<file path="config.mk">
export PLATFORM = sky130hd
export DESIGN_NAME = adc_channel_average_qualifier
export DESIGN_NICKNAME = d
export VERILOG_FILES = /design/src/rtl/acaq_pkg.sv /design/src/rtl/acaq_ram.sv /design/src/rtl/acaq_update.sv /design/src/rtl/adc_channel_average_qualifier.sv
export SDC_FILE = /design/constraint.sdc
export NUM_CORES = 1
export LEC_CHECK = 0
export ABC_AREA = 1
export ABC_CLOCK_PERIOD_IN_PS = 8900
export BUFFER_PORTS_ARGS = -buffer_cell sky130_fd_sc_hd__buf_2
export CAP_MARGIN = 20
export CORE_UTILIZATION = 39
export DETAILED_ROUTE_END_ITERATION = 10
export GPL_TIMING_DRIVEN = 1
export PLACE_DENSITY = 0.54
export SKIP_CTS_REPAIR_TIMING = 1
export SLEW_MARGIN = 20
export SYNTH_ARGS = -nofsm -noshare
export SYNTH_HDL_FRONTEND = slang
export SYNTH_SLANG_ARGS = --single-unit
</file>
<file path="constraint.sdc">
create_clock -name clk -period 8.9 [get_ports clk]
set_input_delay 0.89 -clock clk [delete_from_list [all_inputs] [get_ports clk]]
set_output_delay 0.89 -clock clk [all_outputs]
set_load 0.02 [all_outputs]
</file>
<file path="src/rtl/acaq_pkg.sv">
// ----------------------------------------------------------------------------
// acaq_pkg
// Shared types and constants for the per-channel averaging and range check
// block.
// ----------------------------------------------------------------------------
`default_nettype none

package acaq_pkg;

    localparam int CHAN_W   = 3;
    localparam int SAMPLE_W = 12;
    localparam int SUM_W    = 16;
    localparam int CNT_W    = 5;
    localparam int ERR_W    = 8;
    localparam int VCNT_W   = 8;
    localparam int CFG_IDX_W = 2;
    localparam int CFG_DATA_W = 12;

    // The reciprocal shift covers a 16-bit sum divided by up to 16.
    localparam int DIV_SHIFT = SUM_W + 5;

    localparam logic [VCNT_W-1:0] VCOUNT_MAX = 8'hFF;

    localparam logic [CFG_IDX_W-1:0] CFG_MIN_VALID   = 2'd0;
    localparam logic [CFG_IDX_W-1:0] CFG_MAX_VALID   = 2'd1;
    localparam logic [CFG_IDX_W-1:0] CFG_ERROR_LIMIT = 2'd2;

    typedef enum logic [1:0] {
        EV_ACCUM   = 2'd0,
        EV_AVERAGE = 2'd1,
        EV_INVALID = 2'd2,
        EV_FAULT   = 2'd3
    } event_t;

    typedef struct packed {
        logic [CHAN_W-1:0]   channel;
        logic [SAMPLE_W-1:0] sample;
    } in_item_t;

    typedef struct packed {
        logic [CHAN_W-1:0]   out_channel;
        logic [1:0]          event_res;
        logic [SAMPLE_W-1:0] average;
        logic                healthy;
        logic [VCNT_W-1:0]   valid_count;
    } out_item_t;

    typedef struct packed {
        logic [SUM_W-1:0]  running_sum;
        logic [CNT_W-1:0]  sample_count;
        logic [ERR_W-1:0]  error_count;
        logic              health_bit;
        logic [VCNT_W-1:0] average_count;
    } chan_state_t;

    typedef struct packed {
        logic [SAMPLE_W-1:0] min_valid;
        logic [SAMPLE_W-1:0] max_valid;
        logic [ERR_W-1:0]    error_limit;
    } cfg_t;

    typedef struct packed {
        event_t            evt;
        logic              healthy;
        logic [VCNT_W-1:0] valid_count;
        logic [SUM_W-1:0]  avg_sum;
    } upd_res_t;

endpackage

`default_nettype wire

</file>
<file path="src/rtl/acaq_ram.sv">
// ----------------------------------------------------------------------------
// acaq_ram
// Generic single-write, single-read memory with a registered read port.
// A read in the same cycle as a write to the same address returns old data.
// ----------------------------------------------------------------------------
`default_nettype none

module acaq_ram #(
    parameter int WIDTH = 38,
    parameter int DEPTH = 8,
    parameter int AW    = (DEPTH > 1) ? $clog2(DEPTH) : 1
) (
    input  wire logic             clk,
    input  wire logic             we,
    input  wire logic [AW-1:0]    wr_addr,
    input  wire logic [WIDTH-1:0] wr_data,
    input  wire logic             rd_en,
    input  wire logic [AW-1:0]    rd_addr,
    output logic      [WIDTH-1:0] rd_data
);

    logic [WIDTH-1:0] mem [DEPTH];

    always_ff @(posedge clk)
    begin
        if (we)
        begin
            mem[wr_addr] <= wr_data;
        end
        if (rd_en)
        begin
            rd_data <= mem[rd_addr];
        end
    end

endmodule

`default_nettype wire

</file>
<file path="src/rtl/acaq_update.sv">
// ----------------------------------------------------------------------------
// acaq_update
// Next-state rule for one channel: range check, accumulation, window close,
// error counting and fault handling.
// ----------------------------------------------------------------------------
`default_nettype none

module acaq_update #(
    parameter int SAMPLES = 5
) (
    input  acaq_pkg::cfg_t                          cfg,
    input  acaq_pkg::chan_state_t                   cur,
    input  wire logic [acaq_pkg::SAMPLE_W-1:0]      smp,
    output acaq_pkg::chan_state_t                   nxt,
    output acaq_pkg::upd_res_t                      res
);

    import acaq_pkg::*;

    logic              in_range;
    logic [SUM_W-1:0]  sum_inc;
    logic [CNT_W-1:0]  cnt_inc;
    logic              window_done;

    assign in_range    = (smp >= cfg.min_valid) && (smp <= cfg.max_valid);
    assign sum_inc     = cur.running_sum + SUM_W'(smp);
    assign cnt_inc     = cur.sample_count + CNT_W'(1);
    assign window_done = (cnt_inc >= CNT_W'(SAMPLES)) && (cnt_inc != '0);

    always_comb
    begin
        nxt         = cur;
        res.evt     = EV_ACCUM;
        res.avg_sum = '0;
        if (in_range)
        begin
            if (window_done)
            begin
                nxt.running_sum  = '0;
                nxt.sample_count = '0;
                nxt.health_bit   = 1'b1;
                nxt.error_count  = '0;
                if (cur.average_count < VCOUNT_MAX)
                begin
                    nxt.average_count = cur.average_count + VCNT_W'(1);
                end
                res.evt     = EV_AVERAGE;
                res.avg_sum = sum_inc;
            end
            else
            begin
                nxt.running_sum  = sum_inc;
                nxt.sample_count = cnt_inc;
            end
        end
        else if (cur.error_count < cfg.error_limit)
        begin
            nxt.error_count = cur.error_count + ERR_W'(1);
            res.evt         = EV_INVALID;
        end
        else
        begin
            nxt.running_sum   = '0;
            nxt.sample_count  = '0;
            nxt.health_bit    = 1'b0;
            nxt.average_count = '0;
            res.evt           = EV_FAULT;
        end
        res.healthy     = nxt.health_bit;
        res.valid_count = nxt.average_count;
    end

endmodule

`default_nettype wire

</file>
<file path="src/rtl/adc_channel_average_qualifier.sv">
// ----------------------------------------------------------------------------
// adc_channel_average_qualifier
// Per-channel oversampling averager with range check and fault qualification.
// Channel state lives in one memory that is read, updated and written back.
// ----------------------------------------------------------------------------
//
//  Port group    Direction  Handshake               Payload
//  sample_*      in         sample_valid/stall      in_item_t  (channel, sample)
//  result_*      out        result_valid/stall      out_item_t (one per kept item)
//  cfg_*         in         cfg_we, no wait         cfg_index, cfg_data
//
//  One item is taken every cycle while sample_stall is low. The accepting edge
//  starts the memory read into stage A; when the item moves on, the state is
//  written back and the update result is captured in stage B, from where the
//  reciprocal multiply goes into the output register, stage C.
//  Reset clears a valid bit per channel; a channel that has never been written
//  reads as all zeros, so no clearing pass is needed and items are accepted
//  right after reset. A stall on the result side backs up the three stages and
//  only then reaches sample_stall. Items for a channel beyond CHANNELS are
//  accepted and dropped without a result.
//
`default_nettype none

module adc_channel_average_qualifier #(
    parameter int CHANNELS = 8,
    parameter int SAMPLES  = 5
) (
    input  wire logic                               clk,
    input  wire logic                               rst_n,
    input  wire logic                               sample_valid,
    output logic                                    sample_stall,
    input  acaq_pkg::in_item_t                      sample_item,
    output logic                                    result_valid,
    input  wire logic                               result_stall,
    output acaq_pkg::out_item_t                     result_item,
    input  wire logic                               cfg_we,
    input  wire logic [acaq_pkg::CFG_IDX_W-1:0]     cfg_index,
    input  wire logic [acaq_pkg::CFG_DATA_W-1:0]    cfg_data
);

    import acaq_pkg::*;

    localparam int CH_AW   = (CHANNELS > 1) ? $clog2(CHANNELS) : 1;
    localparam int STATE_W = $bits(chan_state_t);
    localparam int PROD_W  = SUM_W + DIV_SHIFT + 1;
    // Rounded-up reciprocal: exact truncating division for any 16-bit sum.
    localparam logic [DIV_SHIFT:0] DIV_RECIP =
        (DIV_SHIFT + 1)'((2 ** DIV_SHIFT + SAMPLES - 1) / SAMPLES);

    // Configuration registers.
    cfg_t cfg_reg;

    always_ff @(posedge clk or negedge rst_n)
    begin
        if (!rst_n)
        begin
            cfg_reg.min_valid   <= '0;
            cfg_reg.max_valid   <= 12'd4095;
            cfg_reg.error_limit <= 8'd8;
        end
        else if (cfg_we)
        begin
            case (cfg_index)
                CFG_MIN_VALID:   cfg_reg.min_valid   <= cfg_data;
                CFG_MAX_VALID:   cfg_reg.max_valid   <= cfg_data;
                CFG_ERROR_LIMIT: cfg_reg.error_limit <= cfg_data[ERR_W-1:0];
                default:         ;
            endcase
        end
    end

    // Pipeline control. Stage A waits for the memory read, stage B holds the
    // update result, stage C is the output register.
    logic a_vld_reg, b_vld_reg, c_vld_reg;
    logic c_free, b_move, b_free, a_move, a_free;
    logic sample_acc, load_a, chan_ok;

    assign c_free       = !c_vld_reg || !result_stall;
    assign b_move       = b_vld_reg && c_free;
    assign b_free       = !b_vld_reg || b_move;
    assign a_move       = a_vld_reg && b_free;
    assign a_free       = !a_vld_reg || a_move;
    assign sample_stall = !a_free;
    assign sample_acc   = sample_valid && !sample_stall;
    assign chan_ok      = 32'(sample_item.channel) < CHANNELS;
    assign load_a       = sample_acc && chan_ok;

    always_ff @(posedge clk or negedge rst_n)
    begin
        if (!rst_n)
        begin
            a_vld_reg <= 1'b0;
            b_vld_reg <= 1'b0;
            c_vld_reg <= 1'b0;
        end
        else
        begin
            if (a_free)
            begin
                a_vld_reg <= load_a;
            end
            if (b_free)
            begin
                b_vld_reg <= a_vld_reg;
            end
            if (c_free)
            begin
                c_vld_reg <= b_vld_reg;
            end
        end
    end

    // Stage A payload and the bypass for a write that lands in the same cycle
    // as this item's read.
    logic [CHAN_W-1:0]   a_chan_reg;
    logic [SAMPLE_W-1:0] a_sample_reg;
    logic                byp_hit_reg;
    logic                byp_hit_next;
    chan_state_t         byp_state_reg;
    logic [CH_AW-1:0]    a_idx;
    logic [CH_AW-1:0]    in_idx;
    logic [CHANNELS-1:0] written_reg;

    chan_state_t         cur_state;
    chan_state_t         nxt_state;
    upd_res_t            upd_res;
    logic [STATE_W-1:0]  ram_rd_data;

    assign a_idx        = CH_AW'(a_chan_reg);
    assign in_idx       = CH_AW'(sample_item.channel);
    assign byp_hit_next = a_move && (a_idx == in_idx);

    always_ff @(posedge clk or negedge rst_n)
    begin
        if (!rst_n)
        begin
            byp_hit_reg <= 1'b0;
            written_reg <= '0;
        end
        else
        begin
            if (load_a)
            begin
                byp_hit_reg <= byp_hit_next;
            end
            if (a_move)
            begin
                written_reg[a_idx] <= 1'b1;
            end
        end
    end

    always_ff @(posedge clk)
    begin
        if (load_a)
        begin
            a_chan_reg    <= sample_item.channel;
            a_sample_reg  <= sample_item.sample;
            byp_state_reg <= nxt_state;
        end
    end

    acaq_ram #(
        .WIDTH (STATE_W),
        .DEPTH (CHANNELS)
    ) u_state_ram (
        .clk     (clk),
        .we      (a_move),
        .wr_addr (a_idx),
        .wr_data (nxt_state),
        .rd_en   (load_a),
        .rd_addr (in_idx),
        .rd_data (ram_rd_data)
    );

    // A channel never written since reset reads as its reset state of zeros.
    always_comb
    begin
        if (byp_hit_reg)
        begin
            cur_state = byp_state_reg;
        end
        else if (written_reg[a_idx])
        begin
            cur_state = chan_state_t'(ram_rd_data);
        end
        else
        begin
            cur_state = '0;
        end
    end

    acaq_update #(
        .SAMPLES (SAMPLES)
    ) u_update (
        .cfg (cfg_reg),
        .cur (cur_state),
        .smp (a_sample_reg),
        .nxt (nxt_state),
        .res (upd_res)
    );

    // Stage B payload.
    logic [CHAN_W-1:0] b_chan_reg;
    upd_res_t          b_res_reg;

    always_ff @(posedge clk)
    begin
        if (b_free)
        begin
            b_chan_reg <= a_chan_reg;
            b_res_reg  <= upd_res;
        end
    end

    // The average is the sum times the reciprocal of SAMPLES; the sum is zero
    // for every event other than a new average, so the product is too.
    logic [PROD_W-1:0] avg_prod;
    out_item_t         result_next;
    out_item_t         result_reg;

    assign avg_prod = PROD_W'(b_res_reg.avg_sum) * PROD_W'(DIV_RECIP);

    always_comb
    begin
        result_next.out_channel = b_chan_reg;
        result_next.event_res   = b_res_reg.evt;
        result_next.average     = avg_prod[DIV_SHIFT +: SAMPLE_W];
        result_next.healthy     = b_res_reg.healthy;
        result_next.valid_count = b_res_reg.valid_count;
    end

    always_ff @(posedge clk)
    begin
        if (c_free)
        begin
            result_reg <= result_next;
        end
    end

    assign result_valid = c_vld_reg;
    assign result_item  = result_reg;

    // A fault report always leaves the channel unhealthy with no averages.
    a_fault_clears: assert property (@(posedge clk) disable iff (!rst_n)
        c_vld_reg && (result_reg.event_res == EV_FAULT)
        |-> !result_reg.healthy && (result_reg.valid_count == '0))
        else $error("fault result with health or average count set");

    // A new average always leaves the channel healthy with a nonzero count.
    a_avg_healthy: assert property (@(posedge clk) disable iff (!rst_n)
        c_vld_reg && (result_reg.event_res == EV_AVERAGE)
        |-> result_reg.healthy && (result_reg.valid_count != '0))
        else $error("average result without health or count");

    // Only a new average carries a nonzero average field.
    a_avg_zero: assert property (@(posedge clk) disable iff (!rst_n)
        c_vld_reg && (result_reg.event_res != EV_AVERAGE)
        |-> (result_reg.average == '0))
        else $error("nonzero average on a non-average result");

    // The input side is held back only while stage A is occupied and blocked.
    a_stall_cause: assert property (@(posedge clk) disable iff (!rst_n)
        sample_stall |-> a_vld_reg && b_vld_reg && c_vld_reg && result_stall)
        else $error("input stalled with room in the pipeline");

    // An item leaving stage A is in stage B on the next edge.
    a_a_to_b: assert property (@(posedge clk) disable iff (!rst_n)
        a_move |=> b_vld_reg)
        else $error("item lost between read and update stages");

endmodule

`default_nettype wire

</file>
==> impl_metrics.env <==
export IMPL_place_gp_congestion=0.8953
export IMPL_launching_element_of_the_worst_setup_path="b_res_reg[8]$_SDFFCE_PN0P_"
export IMPL_synthArstFlopShare_pct=8.889
export IMPL_drt_antenna_violating_nets=0
export IMPL_die_area_mm2=0.06645
export IMPL_grt_pass1_vias=16760
export IMPL_avgViaCountPerCell=5.089
export IMPL_grt_overflow_total=0
export IMPL_crit_path_max_fanout=5
export IMPL_tritoncts="built"
export IMPL_placed_cell_area_mm2=0.02673
export IMPL_final_min_clock_period_ns=5.658
export IMPL_run_status="complete, no violations"
export IMPL_syn_instance_count=2323
export IMPL_grt_setup_unrepaired="false"
export IMPL_drc_errors=0
export IMPL_synthDominantCellAreaShare_pct=53.08
export IMPL_power_leakage_nw=11.64
export IMPL_fin_worst_hold_slack_ns=0.4173
export IMPL_synth_adder_area_share_pct=14.49
export IMPL_post_layout_nonfiller_instances=3272
export IMPL_largest_register_ffs=304
export IMPL_worst_hold_startpoint="b_res_reg[18]$_DFFE_PP_"
export IMPL_grt_antenna_before_repair=0
export IMPL_io_buffers=61
export IMPL_yosys_area_share_simple_pct=13.05
export IMPL_router_iterations_before_antenna_repair=7
export IMPL_floorplan_die_width_um=257.8
export IMPL_syn_avg_cell_area_um2=10.98
export IMPL_critical_path_buf_inv_count=8
export IMPL_synth_xor_area_share_pct=0.9268
export IMPL_ioPinCount=62
export IMPL_synth_seq_area_share_pct=57.46
export IMPL_max_clock_freq_mhz=176.7
export IMPL_setup_worst_path_class="register to register"
export IMPL_worst_skew_pair_late_latency_ns=0.59
export IMPL_fin_worst_skew_ns=0.01253
export IMPL_yosys_mux_area_fraction_pct=0
export IMPL_post_synth_top_area_cell="sky130_fd_sc_hd__edfxtp_1"
export IMPL_finalPower_mw=11.14
export IMPL_synth_cell_area_mm2=0.02552
export IMPL_synth_enable_flop_cells=451
export IMPL_cp_common_cell="sky130_fd_sc_hd__inv_1"
export IMPL_tightest_slew_ns=1.125
export IMPL_clkSlewWorstSetupHoldPaths_ns=0.07
export IMPL_cp_start_kind="register"
export IMPL_synth_compound_area_share_pct=8.586
export IMPL_required_ns=9.23
export IMPL_postLayoutSetupSlackWorst_ns=3.242
export IMPL_dp_worst_setup_slack_ns=3.249
export IMPL_dp_final_hpwl_um=39270
export IMPL_regToRegStartpoint="b_res_reg[8]$_SDFFCE_PN0P_"
export IMPL_post_place_cells=3177
export IMPL_fin_util_pct=44.10
export IMPL_layout_area_overhead_vs_synth_pct=11.63
export IMPL_synth_distinct_cells=49
export IMPL_cp_arrival_ns=5.99
export IMPL_fraction_of_final_layout_cells_with_drive_strength_greater_than_1_pct=9.681
export IMPL_insertedDiodeCount=0
export IMPL_initial_core_util_pct=39.51
export IMPL_htree_num_levels=2
export IMPL_ctsLongestPathBuffers=3
export IMPL_number_of_fill_cells=6006
export IMPL_post_synth_main_area_contributors="sky130_fd_sc_hd__edfxtp_1 53%, sky130_fd_sc_hd__ha_1 7.9%, sky130_fd_sc_hd__fa_1 6.6%"
export IMPL_cpLargestDelayFamily="adder cells"
export IMPL_pin_count_of_the_biggest_net_entering_global_routing=95
export IMPL_postRouteWirelength_um=61830
export IMPL_powerDensity_mw_per_mm2=391.0
export IMPL_cts_root_buffer="sky130_fd_sc_hd__clkbuf_16"
export IMPL_wl_per_cell_um=18.90
export IMPL_layout_cells_most_common="sky130_fd_sc_hd__edfxtp_1"
export IMPL_most_used_cells_in_the_layout_excluding_fill_and_tap_cells="451 x sky130_fd_sc_hd__edfxtp_1, 328 x sky130_fd_sc_hd__nor2_1, 310 x sky130_fd_sc_hd__nand2_1, 259 x sky130_fd_sc_hd__inv_1, 223 x sky130_fd_sc_hd__o21ai_0"
export IMPL_dominantRegCellSynth="sky130_fd_sc_hd__edfxtp_1"
export IMPL_hold_violations=0
export IMPL_fin_area_mm2=0.02848
export IMPL_die_height_um=257.8
export IMPL_cts_inserted_buffers=52
export IMPL_core_mm2=0.06458
export IMPL_multiInputGateArea_mm2=0.009512
export IMPL_synth_top_family_by_area="adder cells"
export IMPL_critPathCaptureType="register"
export IMPL_reg2reg_setup_slack_ns=3.24
export IMPL_max_slew_margin_rel_pct=24.20
export IMPL_ir_drop_v=0.0003811
export IMPL_timing_critical_path_cells="inv_1 > ha_1 > inv_1 > fa_1 > fa_1 > inv_1 > fa_1 > inv_1 > fa_1 > inv_1 > fa_1 > inv_1 > ha_1 > nand2_1 > inv_1 > nand3_1 > inv_1 > a21oi_1 > nor2_1 > a2111oi_0 > nand2_1 > nand2_1 > nand2_1"
export IMPL_yosys_register_bits=495
export IMPL_sequential_cell_area_mm2=0.01466
export IMPL_crit_share_post_route_pct=63.58
export IMPL_synth_warning_count=0
export IMPL_kind_of_path_behind_the_tightest_hold_check="register to register"
export IMPL_slowest_stage="sky130_fd_sc_hd__fa_1"
export IMPL_cts_num_sinks=495
export IMPL_max_stage_delay_ns=0.54
export IMPL_drt_first_iter_violations=1256
export IMPL_syn_nets=2602
export IMPL_setup_violations_final=0
export IMPL_grt_util_all_layers_pct=18.64
export IMPL_floorplan_rows=93
export IMPL_vias=16650
export IMPL_slew_viol_final=0
export IMPL_grt_pass1_wl_um=96210
export IMPL_max_cap_violation_count=0
export IMPL_final_net_count=2655
export IMPL_final_setup_tns_ns=0
## logic make-up (layout without fill, tap and decap cells)
group,after synthesis,in the layout
AND/OR/NAND/NOR,802,802
flip-flops,495,495
AO/OA/AOI/OAI,402,402
buffers and inverters,352,446
adder cells (fa/ha/maj),245,245
XOR/XNOR,27,27
## cells in the mapped netlist (6+ instances only)
cell type,n
sky130_fd_sc_hd__nor2_1,333
sky130_fd_sc_hd__o21ai_0,223
sky130_fd_sc_hd__o21ai_1,11
sky130_fd_sc_hd__nor2_2,14
sky130_fd_sc_hd__or2_2,10
sky130_fd_sc_hd__fa_1,84
sky130_fd_sc_hd__o22ai_1,39
sky130_fd_sc_hd__edfxtp_1,451
sky130_fd_sc_hd__ha_1,161
sky130_fd_sc_hd__buf_6,7
sky130_fd_sc_hd__a31oi_1,42
sky130_fd_sc_hd__nand2_1,310
sky130_fd_sc_hd__buf_1,6
sky130_fd_sc_hd__nand4_1,18
sky130_fd_sc_hd__dfrtp_1,31
sky130_fd_sc_hd__inv_1,261
sky130_fd_sc_hd__a21o_1,8
sky130_fd_sc_hd__xnor2_1,10
sky130_fd_sc_hd__nand3_1,82
sky130_fd_sc_hd__a21oi_1,59
sky130_fd_sc_hd__nor3_1,12
sky130_fd_sc_hd__xor2_1,17
sky130_fd_sc_hd__dfstp_2,13
sky130_fd_sc_hd__clkbuf_1,64
sky130_fd_sc_hd__nand2_2,12
## worst paths after layout
kind,endpoint,cells after the start
max in group asynchronous,byp_hit_reg$_DFFE_PN0P_,2
setup / recovery,result_item[20]$_DFFE_PP_,23
min in group asynchronous,b_vld_reg$_DFFE_PN0P_,2
hold / removal,result_item[2]$_DFFE_PP_,0
hold reg to reg,result_item[2]$_DFFE_PP_,0
setup reg to reg,result_item[20]$_DFFE_PP_,23
## routing by layer
layer / wire (um) / GRT usage [%] / up-vias
met4: 1536 / 5.621 / 0
met2: 30360 / 32.36 / 343
met5: 0 / 0 / -
met1: 27440 / 24.03 / 8158
li1: - / - / 8064
met3: 2494 / 2.788 / 86
## power by group
group	internal, mW	switching, mW	leakage (nW)
sequential	3.04	0.0861	4.77
clock	1.36	0.897	0.864
combinational	2.05	3.70	6.00
total	6.45	4.68	11.6
## final cells by class
class / instances / share of cell area [%]
clock buffers: 67 / 4.876
clock inverters: 28 / 1.270
inverters: 267 / 3.541
multi-input cells: 1476 / 33.39
flip-flops and latches: 495 / 51.48
well taps: 855 / 3.756
repair buffers: 84 / 1.687
(Power assumes the default switching activity.)
